File: src/rc4_keystream_cipher_macros.svh
// ----------------------------------------------------------------------------
// rc4 keystream cipher assertion macros
// shared concurrent assertion wrappers, clocked on aclk, off during reset
// ----------------------------------------------------------------------------
`ifndef RC4_KEYSTREAM_CIPHER_MACROS_SVH
`define RC4_KEYSTREAM_CIPHER_MACROS_SVH

// same-cycle implication
`define RC4_ASSERT_IMPL(label, ante, cons, msg) \
    label: assert property (@(posedge aclk) disable iff (!aresetn) \
        (ante) |-> (cons)) else $error(msg);

// next-cycle implication
`define RC4_ASSERT_NEXT(label, ante, cons, msg) \
    label: assert property (@(posedge aclk) disable iff (!aresetn) \
        (ante) |=> (cons)) else $error(msg);

`endif

File: src/rc4_pkg.sv
// ----------------------------------------------------------------------------
// rc4_pkg
// shared constants and types for the rc4 keystream cipher
// ----------------------------------------------------------------------------
package rc4_pkg;

    localparam int MAX_KEY_BYTES = 16;
    localparam int KEY_LEN_W     = 5;
    localparam int KEY_HALF_W    = 64;
    localparam int CFG_ADDR_W    = 2;
    localparam int CFG_DATA_W    = 64;

    localparam logic [CFG_ADDR_W-1:0] REG_KEY_HEAD   = 2'd0;
    localparam logic [CFG_ADDR_W-1:0] REG_KEY_TAIL   = 2'd1;
    localparam logic [CFG_ADDR_W-1:0] REG_KEY_LENGTH = 2'd2;

    localparam logic [KEY_LEN_W-1:0] KEY_LENGTH_RESET = 5'd16;

    typedef struct packed {
        logic [KEY_HALF_W-1:0] key_tail;
        logic [KEY_HALF_W-1:0] key_head;
        logic [KEY_LEN_W-1:0]  key_length;
    } key_cfg_t;

    typedef struct packed {
        logic [7:0] result_byte;
        logic       result_last;
    } result_t;

endpackage

File: src/rc4_core.sv
// ----------------------------------------------------------------------------
// rc4_core
// permutation memory and sequencer: key schedule and keystream generation
// ----------------------------------------------------------------------------
`include "rc4_keystream_cipher_macros.svh"

module rc4_core (
    input  logic              aclk,
    input  logic              aresetn,
    input  rc4_pkg::key_cfg_t cfg,
    input  logic              in_valid,
    output logic              in_ready,
    input  logic [7:0]        in_byte,
    input  logic              in_last,
    output logic              out_valid,
    input  logic              out_ready,
    output rc4_pkg::result_t  out_res
);

    typedef enum logic [3:0] {
        ST_IDLE,
        ST_FILL,
        ST_KS_RD_I,
        ST_KS_RD_J,
        ST_KS_WR_I,
        ST_KS_WR_J,
        ST_P_RD_I,
        ST_P_RD_J,
        ST_P_WR_I,
        ST_P_WR_J,
        ST_P_KS
    } state_t;

    // permutation memory
    logic [7:0] perm_mem [256];
    logic [7:0] rd_data_reg;
    logic       mem_we;
    logic [7:0] mem_waddr;
    logic [7:0] mem_wdata;
    logic       mem_re;
    logic [7:0] mem_raddr;

    always_ff @(posedge aclk) begin
        if (mem_we) begin
            perm_mem[mem_waddr] <= mem_wdata;
        end
        if (mem_re) begin
            rd_data_reg <= perm_mem[mem_raddr];
        end
    end

    state_t     state_reg, state_next;
    logic [7:0] n_reg, n_next;
    logic [3:0] kidx_reg, kidx_next;
    logic [7:0] i_reg, i_next;
    logic [7:0] j_reg, j_next;
    logic [7:0] si_reg, si_next;
    logic [7:0] sj_reg, sj_next;
    logic       hit_reg, hit_next;
    logic [7:0] msg_reg, msg_next;
    logic       last_reg, last_next;
    logic       keyed_reg, keyed_next;

    logic [127:0]         key_all;
    logic [7:0]           key_byte;
    logic [4:0]           len_eff;
    logic [7:0]           i_inc;
    logic [7:0]           j_sched;
    logic [7:0]           j_gen;
    logic [7:0]           t_addr;
    logic [7:0]           ks;

    assign key_all  = {cfg.key_tail, cfg.key_head};
    assign key_byte = key_all[{kidx_reg, 3'b000} +: 8];

    // zero counts as one byte, anything above the maximum saturates
    always_comb begin
        if (cfg.key_length == 5'd0) begin
            len_eff = 5'd1;
        end else if (cfg.key_length > 5'(rc4_pkg::MAX_KEY_BYTES)) begin
            len_eff = 5'(rc4_pkg::MAX_KEY_BYTES);
        end else begin
            len_eff = cfg.key_length;
        end
    end

    assign i_inc   = i_reg + 8'd1;
    assign j_sched = j_reg + rd_data_reg + key_byte;
    assign j_gen   = j_reg + rd_data_reg;
    assign t_addr  = si_reg + sj_reg;
    // output lookup that lands on the entry written in the same cycle
    assign ks      = hit_reg ? si_reg : rd_data_reg;

    assign in_ready            = (state_reg == ST_IDLE);
    assign out_valid           = (state_reg == ST_P_KS);
    assign out_res.result_byte = msg_reg ^ ks;
    assign out_res.result_last = last_reg;

    always_comb begin
        state_next = state_reg;
        n_next     = n_reg;
        kidx_next  = kidx_reg;
        i_next     = i_reg;
        j_next     = j_reg;
        si_next    = si_reg;
        sj_next    = sj_reg;
        hit_next   = hit_reg;
        msg_next   = msg_reg;
        last_next  = last_reg;
        keyed_next = keyed_reg;
        mem_we     = 1'b0;
        mem_waddr  = n_reg;
        mem_wdata  = n_reg;
        mem_re     = 1'b0;
        mem_raddr  = n_reg;
        unique case (state_reg)
            ST_IDLE: begin
                if (in_valid) begin
                    msg_next  = in_byte;
                    last_next = in_last;
                    if (!keyed_reg) begin
                        n_next     = 8'd0;
                        state_next = ST_FILL;
                    end else begin
                        state_next = ST_P_RD_I;
                    end
                end
            end
            ST_FILL: begin
                mem_we = 1'b1;
                n_next = n_reg + 8'd1;
                if (n_reg == 8'hff) begin
                    j_next     = 8'd0;
                    kidx_next  = 4'd0;
                    state_next = ST_KS_RD_I;
                end
            end
            ST_KS_RD_I: begin
                mem_re     = 1'b1;
                state_next = ST_KS_RD_J;
            end
            ST_KS_RD_J: begin
                si_next    = rd_data_reg;
                j_next     = j_sched;
                mem_re     = 1'b1;
                mem_raddr  = j_sched;
                state_next = ST_KS_WR_I;
            end
            ST_KS_WR_I: begin
                mem_we     = 1'b1;
                mem_wdata  = rd_data_reg;
                state_next = ST_KS_WR_J;
            end
            ST_KS_WR_J: begin
                mem_we    = 1'b1;
                mem_waddr = j_reg;
                mem_wdata = si_reg;
                n_next    = n_reg + 8'd1;
                if (({1'b0, kidx_reg} + 5'd1) >= len_eff) begin
                    kidx_next = 4'd0;
                end else begin
                    kidx_next = kidx_reg + 4'd1;
                end
                if (n_reg == 8'hff) begin
                    i_next     = 8'd0;
                    j_next     = 8'd0;
                    keyed_next = 1'b1;
                    state_next = ST_P_RD_I;
                end else begin
                    state_next = ST_KS_RD_I;
                end
            end
            ST_P_RD_I: begin
                i_next     = i_inc;
                mem_re     = 1'b1;
                mem_raddr  = i_inc;
                state_next = ST_P_RD_J;
            end
            ST_P_RD_J: begin
                si_next    = rd_data_reg;
                j_next     = j_gen;
                mem_re     = 1'b1;
                mem_raddr  = j_gen;
                state_next = ST_P_WR_I;
            end
            ST_P_WR_I: begin
                sj_next    = rd_data_reg;
                mem_we     = 1'b1;
                mem_waddr  = i_reg;
                mem_wdata  = rd_data_reg;
                state_next = ST_P_WR_J;
            end
            ST_P_WR_J: begin
                mem_we     = 1'b1;
                mem_waddr  = j_reg;
                mem_wdata  = si_reg;
                mem_re     = 1'b1;
                mem_raddr  = t_addr;
                hit_next   = (t_addr == j_reg);
                state_next = ST_P_KS;
            end
            ST_P_KS: begin
                if (out_ready) begin
                    if (last_reg) begin
                        keyed_next = 1'b0;
                    end
                    state_next = ST_IDLE;
                end
            end
            default: begin
                state_next = ST_IDLE;
            end
        endcase
    end

    always_ff @(posedge aclk) begin
        if (!aresetn) begin
            state_reg <= ST_IDLE;
            i_reg     <= 8'd0;
            j_reg     <= 8'd0;
            keyed_reg <= 1'b0;
        end else begin
            state_reg <= state_next;
            i_reg     <= i_next;
            j_reg     <= j_next;
            keyed_reg <= keyed_next;
        end
        n_reg    <= n_next;
        kidx_reg <= kidx_next;
        si_reg   <= si_next;
        sj_reg   <= sj_next;
        hit_reg  <= hit_next;
        msg_reg  <= msg_next;
        last_reg <= last_next;
    end

    `RC4_ASSERT_NEXT(a_rekey_fill, in_valid && in_ready && !keyed_reg, state_reg == ST_FILL, "word accepted without key did not start fill")
    `RC4_ASSERT_NEXT(a_fill_end, state_reg == ST_FILL && n_reg == 8'hff, state_reg == ST_KS_RD_I, "fill did not hand over to key schedule")
    `RC4_ASSERT_IMPL(a_sched_done, state_reg == ST_P_RD_I, keyed_reg, "keystream step started with key schedule pending")
    `RC4_ASSERT_NEXT(a_last_rekeys, out_valid && out_ready && out_res.result_last, !keyed_reg && state_reg == ST_IDLE, "last word did not clear key state")

endmodule

File: src/rc4_keystream_cipher.sv
// ----------------------------------------------------------------------------
// rc4_keystream_cipher
// rc4 stream cipher: each message byte is xored with the next keystream byte
// ----------------------------------------------------------------------------
// usage:
//   s_ channel carries one message byte per word, s_tlast marks the final
//   byte of a message. m_ channel returns the byte xored with keystream,
//   m_tlast copies s_tlast. the key (key_head, key_tail, key_length) is set
//   through the cfg_ write port while the block is idle.
// sequencing:
//   the 256x8 permutation sits in one single-port-write, one-read memory
//   with registered read data; every access goes through that port, so
//   a keyed byte takes 5 sequencer steps plus the idle step before the
//   next byte can be accepted, the result entering the output register
//   as the core leaves its last step.
//   the first byte of a message first runs the key schedule: a fill of all
//   256 entries, then 256 swap steps of read i, read j, write i, write j.
// reset: indices clear, key_length returns to 16, the next byte rekeys.
// stall: a result waits in the output register; the core holds in its last
//   step until that register frees up, then goes back to accepting.
// ----------------------------------------------------------------------------
module rc4_keystream_cipher (
    input  logic                                aclk,
    input  logic                                aresetn,
    input  logic                                cfg_we,
    input  logic [rc4_pkg::CFG_ADDR_W-1:0]      cfg_addr,
    input  logic [rc4_pkg::CFG_DATA_W-1:0]      cfg_wdata,
    input  logic                                s_tvalid,
    output logic                                s_tready,
    input  logic [7:0]                          s_tdata,   // [7:0] message_byte
    input  logic                                s_tlast,
    output logic                                m_tvalid,
    input  logic                                m_tready,
    output logic [7:0]                          m_tdata,   // [7:0] result_byte
    output logic                                m_tlast
);

    logic [rc4_pkg::KEY_HALF_W-1:0] key_head_reg;
    logic [rc4_pkg::KEY_HALF_W-1:0] key_tail_reg;
    logic [rc4_pkg::KEY_LEN_W-1:0]  key_length_reg;

    always_ff @(posedge aclk) begin
        if (!aresetn) begin
            key_head_reg   <= '0;
            key_tail_reg   <= '0;
            key_length_reg <= rc4_pkg::KEY_LENGTH_RESET;
        end else if (cfg_we) begin
            unique case (cfg_addr)
                rc4_pkg::REG_KEY_HEAD:   key_head_reg   <= cfg_wdata;
                rc4_pkg::REG_KEY_TAIL:   key_tail_reg   <= cfg_wdata;
                rc4_pkg::REG_KEY_LENGTH: key_length_reg <= cfg_wdata[rc4_pkg::KEY_LEN_W-1:0];
                default: ;
            endcase
        end
    end

    rc4_pkg::key_cfg_t cfg;
    rc4_pkg::result_t  core_res;
    logic              core_valid;
    logic              core_ready;

    assign cfg.key_head   = key_head_reg;
    assign cfg.key_tail   = key_tail_reg;
    assign cfg.key_length = key_length_reg;

    rc4_core u_core (
        .aclk      (aclk),
        .aresetn   (aresetn),
        .cfg       (cfg),
        .in_valid  (s_tvalid),
        .in_ready  (s_tready),
        .in_byte   (s_tdata),
        .in_last   (s_tlast),
        .out_valid (core_valid),
        .out_ready (core_ready),
        .out_res   (core_res)
    );

    // output register
    logic       m_valid_reg;
    logic [7:0] m_data_reg;
    logic       m_last_reg;

    assign core_ready = !m_valid_reg || m_tready;

    always_ff @(posedge aclk) begin
        if (!aresetn) begin
            m_valid_reg <= 1'b0;
        end else if (core_ready) begin
            m_valid_reg <= core_valid;
        end
        if (core_ready && core_valid) begin
            m_data_reg <= core_res.result_byte;
            m_last_reg <= core_res.result_last;
        end
    end

    assign m_tvalid = m_valid_reg;
    assign m_tdata  = m_data_reg;
    assign m_tlast  = m_last_reg;

endmodule
File: config.mk
export PLATFORM = sky130hd
export DESIGN_NAME = rc4_keystream_cipher
export DESIGN_NICKNAME = d
export VERILOG_FILES = /design/src/rc4_pkg.sv /design/src/rc4_core.sv /design/src/rc4_keystream_cipher.sv
export VERILOG_INCLUDE_DIRS = /design/src /design/src/src
export SDC_FILE = /design/constraint.sdc
export NUM_CORES = 2
export LEC_CHECK = 0
export BUFFER_PORTS_ARGS = -buffer_cell sky130_fd_sc_hd__buf_2
export CORE_ASPECT_RATIO = 2
export CORE_MARGIN = 3
export CORE_UTILIZATION = 35
export CTS_BUF_LIST = sky130_fd_sc_hd__clkbuf_4 sky130_fd_sc_hd__clkbuf_8 sky130_fd_sc_hd__clkbuf_16
export DETAILED_ROUTE_END_ITERATION = 8
export PLACE_DENSITY = 0.52
export SKIP_LAST_GASP = 1
export SYNTH_ARGS = -nofsm -noshare
export SYNTH_HDL_FRONTEND = slang
export SYNTH_SLANG_ARGS = --single-unit
export TNS_END_PERCENT = 1
File: constraint.sdc
create_clock -name aclk -period 12.05 [get_ports aclk]
set_clock_uncertainty 0.15 [all_clocks]
set_input_delay 2.41 -clock aclk [delete_from_list [all_inputs] [get_ports aclk]]
set_output_delay 2.41 -clock aclk [all_outputs]
set_load 0.005 [all_outputs]
==> results.md <==
* Cell breakdown of the critical path: buf_4, mux4_2, mux4_2, ha_1, nand2b_1, nand3_1, a22oi_1, or2_4, buf_4, buf_4, nand3_1, nand3_1, a311oi_1, o21ai_0, nand4_1, o22a_1
* Violated checks: slew limit
* Mux cell area share after synthesis at 2.00%
* Endpoint arrival time on the critical path at ~8900 ps
* Area of the core at 0.263 mm²
* Dominant synthesized flop cell: sky130_fd_sc_hd__edfxtp_1
* RSZ-0062 raised after global routing: no
* Global-route wire length before repair at between 400000 and 500000 µm
* Die outline area at 0.271 mm²
* Final Cell Area at just over 0.1 mm²
* Total power of the final layout at ~20 mW
* Cell area after synthesis at approximately 0.093 mm²
* Total routing resource utilization after global routing at about 23%
* Vias in the first global route at just over 60000
* Fraction of post-synthesis cell area in the top cell type by area at 68.1%
* Crit path max fanout at 51
* Total wire length after detailed routing at roughly 320000 µm
* Internal power contribution at 13.2 mW
* Initial antenna violation count at 13
* Count of antenna-violating nets left after detailed routing at 0
* Number of buffers inserted by port buffering at 90
* Clock sink count at ~2300
* Arithmetic-cell share of the synthesized area counting full adders, half adders and majority gates at 0.456%
* Compound-gate portion of the synthesized area at 5.48%
* Sequential area share after synthesis at a little under three quarters
* Maximum achievable frequency at 118 MHz
* CP Class: register to register
* Register Area at 0.0663 mm²
* Detail Placement HPWL at 198000 µm
* Worst reg2reg path endpoint: u_core.rd_data_reg[0]$_DFFE_PP_
* Fin. Hold Viols at 0
* Sequential fraction of design power at approximately 46%
* DRC marker count from the first detailed-route iteration at approximately 6200
* IO Count at just over 90
* Vias at a little over 60000
* Length in cells of the worst reg-to-reg path at 16
* Average detailed-routed wire length per instance at approximately 29 µm
* Post-synth EDFFs at roughly 2100
* Reg-to-reg slack, setup at roughly 3600 ps
* Final Hold Slack at between 300 and 400 ps
* Critical path depth in cells at 16
* Leakage power total at 34.5 nW
* Effective utilization at floorplan at approximately a third
* Setup TNS at 0 ps
* Buffers and inverters on the worst path at 3
* Run status: complete, but fails checks
* Gate family responsible for the most delay along the worst path: simple AND/OR/NAND/NOR gates
* Distinct cell type count of the synthesized netlist at 82
* Synth async-reset ratio at 0%
* Via density at 5.61
* Final setup vio count at 0
* Master cell of the clock root buffer: sky130_fd_sc_hd__clkbuf_16
* Number of buffers on the longest clock path at 4
* Fill cell instance count of the final layout at roughly 25000
* Xor/xnor share of the synthesized area at less than 1%
* Die Ht at between 700 and 800 µm
* Clock transition at path regs at roughly 70 ps
* Ratio of total power to cell area at around 190 mW/mm²
* Instance count of the mapped netlist at about 7600
* Number of non-filler instances in the completed layout at about 11000
* Worst setup SP type: register
* CTS resizes at 0
* Final core utilization at slightly below 40%
* Net total in the final layout at between 7000 and 8000
* Worst min path class: register to register
* Dominant combinational cell family by area after synthesis: simple AND/OR/NAND/NOR gates
* Largest net degree at the start of global routing at approximately 190
* Clock latency on the worst-skew pair at ~850 ps
* Total iterations of the first detailed-routing run at 6
* Net switching component of the power at ~6.2 mW
* Average size of a mapped cell at approximately 12 µm²
* Switching share of power at 32.0%
* DRC violations left at 0
* Number of synthesized register bits at 2258
* Number of clock buffers inserted by TritonCTS at 191
* Post-CTS Setup Bufs at 0
* Placed cell count at approximately 11000
* Clock network fraction of design power at around a third
* Pre-CTS setup slack at approximately 3700 ps
* Largest incremental delay on the critical path at ~1100 ps
* Post-route clock period utilization at 70.1%
* Relative slew slack at -1.76%
* Post-Synth Simple-Gate Area at about 18%
* Max VDD drop at between 0.15 and 0.2 mV
* Largest area contributor in the netlist: sky130_fd_sc_hd__edfxtp_1
* Critical path endpoint: u_core.rd_data_reg[0]$_DFFE_PP_
* Slew at the pin closest to its max-slew limit at around 1500 ps
* Most common cell after layout, fill and taps aside: sky130_fd_sc_hd__nand2_1
* Number of max-cap violations at 0
* Share of post-route cells with drive strength above 1 at roughly 8.4%
* Combinational Power Share at between 20% and 30%
* Crit-path slowest cell: sky130_fd_sc_hd__o21ai_0
* TritonCTS clock tree: done
* Layout area overhead at 11.0%
* Instance area after placement at a little under 0.1 mm²
* Ys Warns at 0
* Row Count at approximately 270
* Origin of the critical flop-to-flop path: u_core.kidx_reg[0]$_SDFFCE_PP0P_
* GRT overflow at 0
* Final slew viol count at 22
* Critical path origin: u_core.kidx_reg[0]$_SDFFCE_PP0P_
* Flip-flop count of the largest register after layout at approximately 2000
* Capturing element type of the critical path: register
* Mapped Nets at around 7700
* Clock period minus worst slack at 8450 ps
* GPL Wtd Cong at between 0.8 and 0.9
* Data required time at the worst endpoint at between 10000 and 15000 ps
* Top cells by area in the synthesized netlist: sky130_fd_sc_hd__edfxtp_1 68%, sky130_fd_sc_hd__nand2_1 9.2%, sky130_fd_sc_hd__nand3_1 5.1%
* Die width at roughly 370 µm
* Number of H-tree levels at 4
* Commonest cells after routing, fill and taps aside: 2266 x sky130_fd_sc_hd__nand2_1, 2103 x sky130_fd_sc_hd__edfxtp_1, 936 x sky130_fd_sc_hd__nand3_1
* Final setup margin at ~3600 ps
* Number of hold buffers added after CTS at 0
* Multi-input gate area in the final layout at about 0.024 mm²
-- power by group through the flow --
stage                     clock network [mW]  logic, mW  registers [mW]
after CTS                               6.28       4.25            9.02
after floorplan                            0       2.27            9.26
after global routing                    6.54       4.45            9.02
final                                   6.19       4.25            9.03
after detailed placement                   0       4.24            9.20
after global placement                     0       4.21            9.19
-- worst min path at each step --
stage / start / end / slack [ps] / cells past startpoint
after global placement: key_tail_reg[55]$_SDFFE_PN0P_ / key_tail_reg[55]$_SDFFE_PN0P_ / 290 / 2
after global routing: key_head_reg[21]$_SDFFE_PN0P_ / key_head_reg[21]$_SDFFE_PN0P_ / 320 / 2
after floorplan: u_core.last_reg$_DFFE_PP_ / m_tlast$_DFFE_PP_ / 280 / 0
final: key_head_reg[21]$_SDFFE_PN0P_ / key_head_reg[21]$_SDFFE_PN0P_ / 300 / 2
after CTS: key_head_reg[21]$_SDFFE_PN0P_ / key_head_reg[21]$_SDFFE_PN0P_ / 300 / 2
after detailed placement: key_head_reg[21]$_SDFFE_PN0P_ / key_head_reg[21]$_SDFFE_PN0P_ / 290 / 2
-- worst min-delay path, stage by stage, from the launching register on --
cell and delay (ps):
sky130_fd_sc_hd__dfxtp_1 310, sky130_fd_sc_hd__nand2_1 50, sky130_fd_sc_hd__a21oi_1 50
-- final cells by class --
| class | count | share of cell area (%) |
|---|---|---|
| Clock buffer | 230 | 5.02 |
| Clock inverter | 101 | 0.775 |
| Antenna cell | 4 | 0.00973 |
| Inverter | 18 | 0.0681 |
| Tap cell | 3484 | 4.24 |
| Sequential cell | 2258 | 64.4 |
| Multi-Input combinational cell | 4765 | 23.8 |
| Timing Repair Buffer | 233 | 1.73 |
-- cells by family after synthesis --
group,count (synthesis)
AND/OR/NAND/NOR,3850
flip-flops,2258
AO/OA/AOI/OAI,738
buffers and inverters,535
multiplexers,100
XOR/XNOR,45
adder cells (fa/ha/maj),32
-- synthesized netlist by cell type, drive strengths merged, types with 8 or more instances --
cell type / number
nand2: 2266
edfxtp: 2103
nand3: 941
nor2: 359
buf: 272
clkbuf: 245
a21oi: 213
a311oi: 161
and3: 157
dfxtp: 155
a31oi: 127
mux4: 68
o21ai: 54
a32oi: 32
mux2i: 32
ha: 29
nand4: 28
a22oi: 26
xnor2: 26
nor3: 24
xor2: 19
inv: 18
o22ai: 15
and2: 14
a211oi: 12
a2111oi: 10
nor3b: 10
a221o: 9
nor2b: 9
a21o: 8
a221oi: 8
-- metal layers --
layer  vias to the layer above  global-route usage [%]  wire length (µm)
met1                     31600                    25.1            109000
li1                      27300                       -                 -
met2                      2629                    40.9            165000
met5                         -                       0                47
met3                       732                    2.49             17400
met4                         4                    15.7             26000
Power figures use the tool's default switching activity.
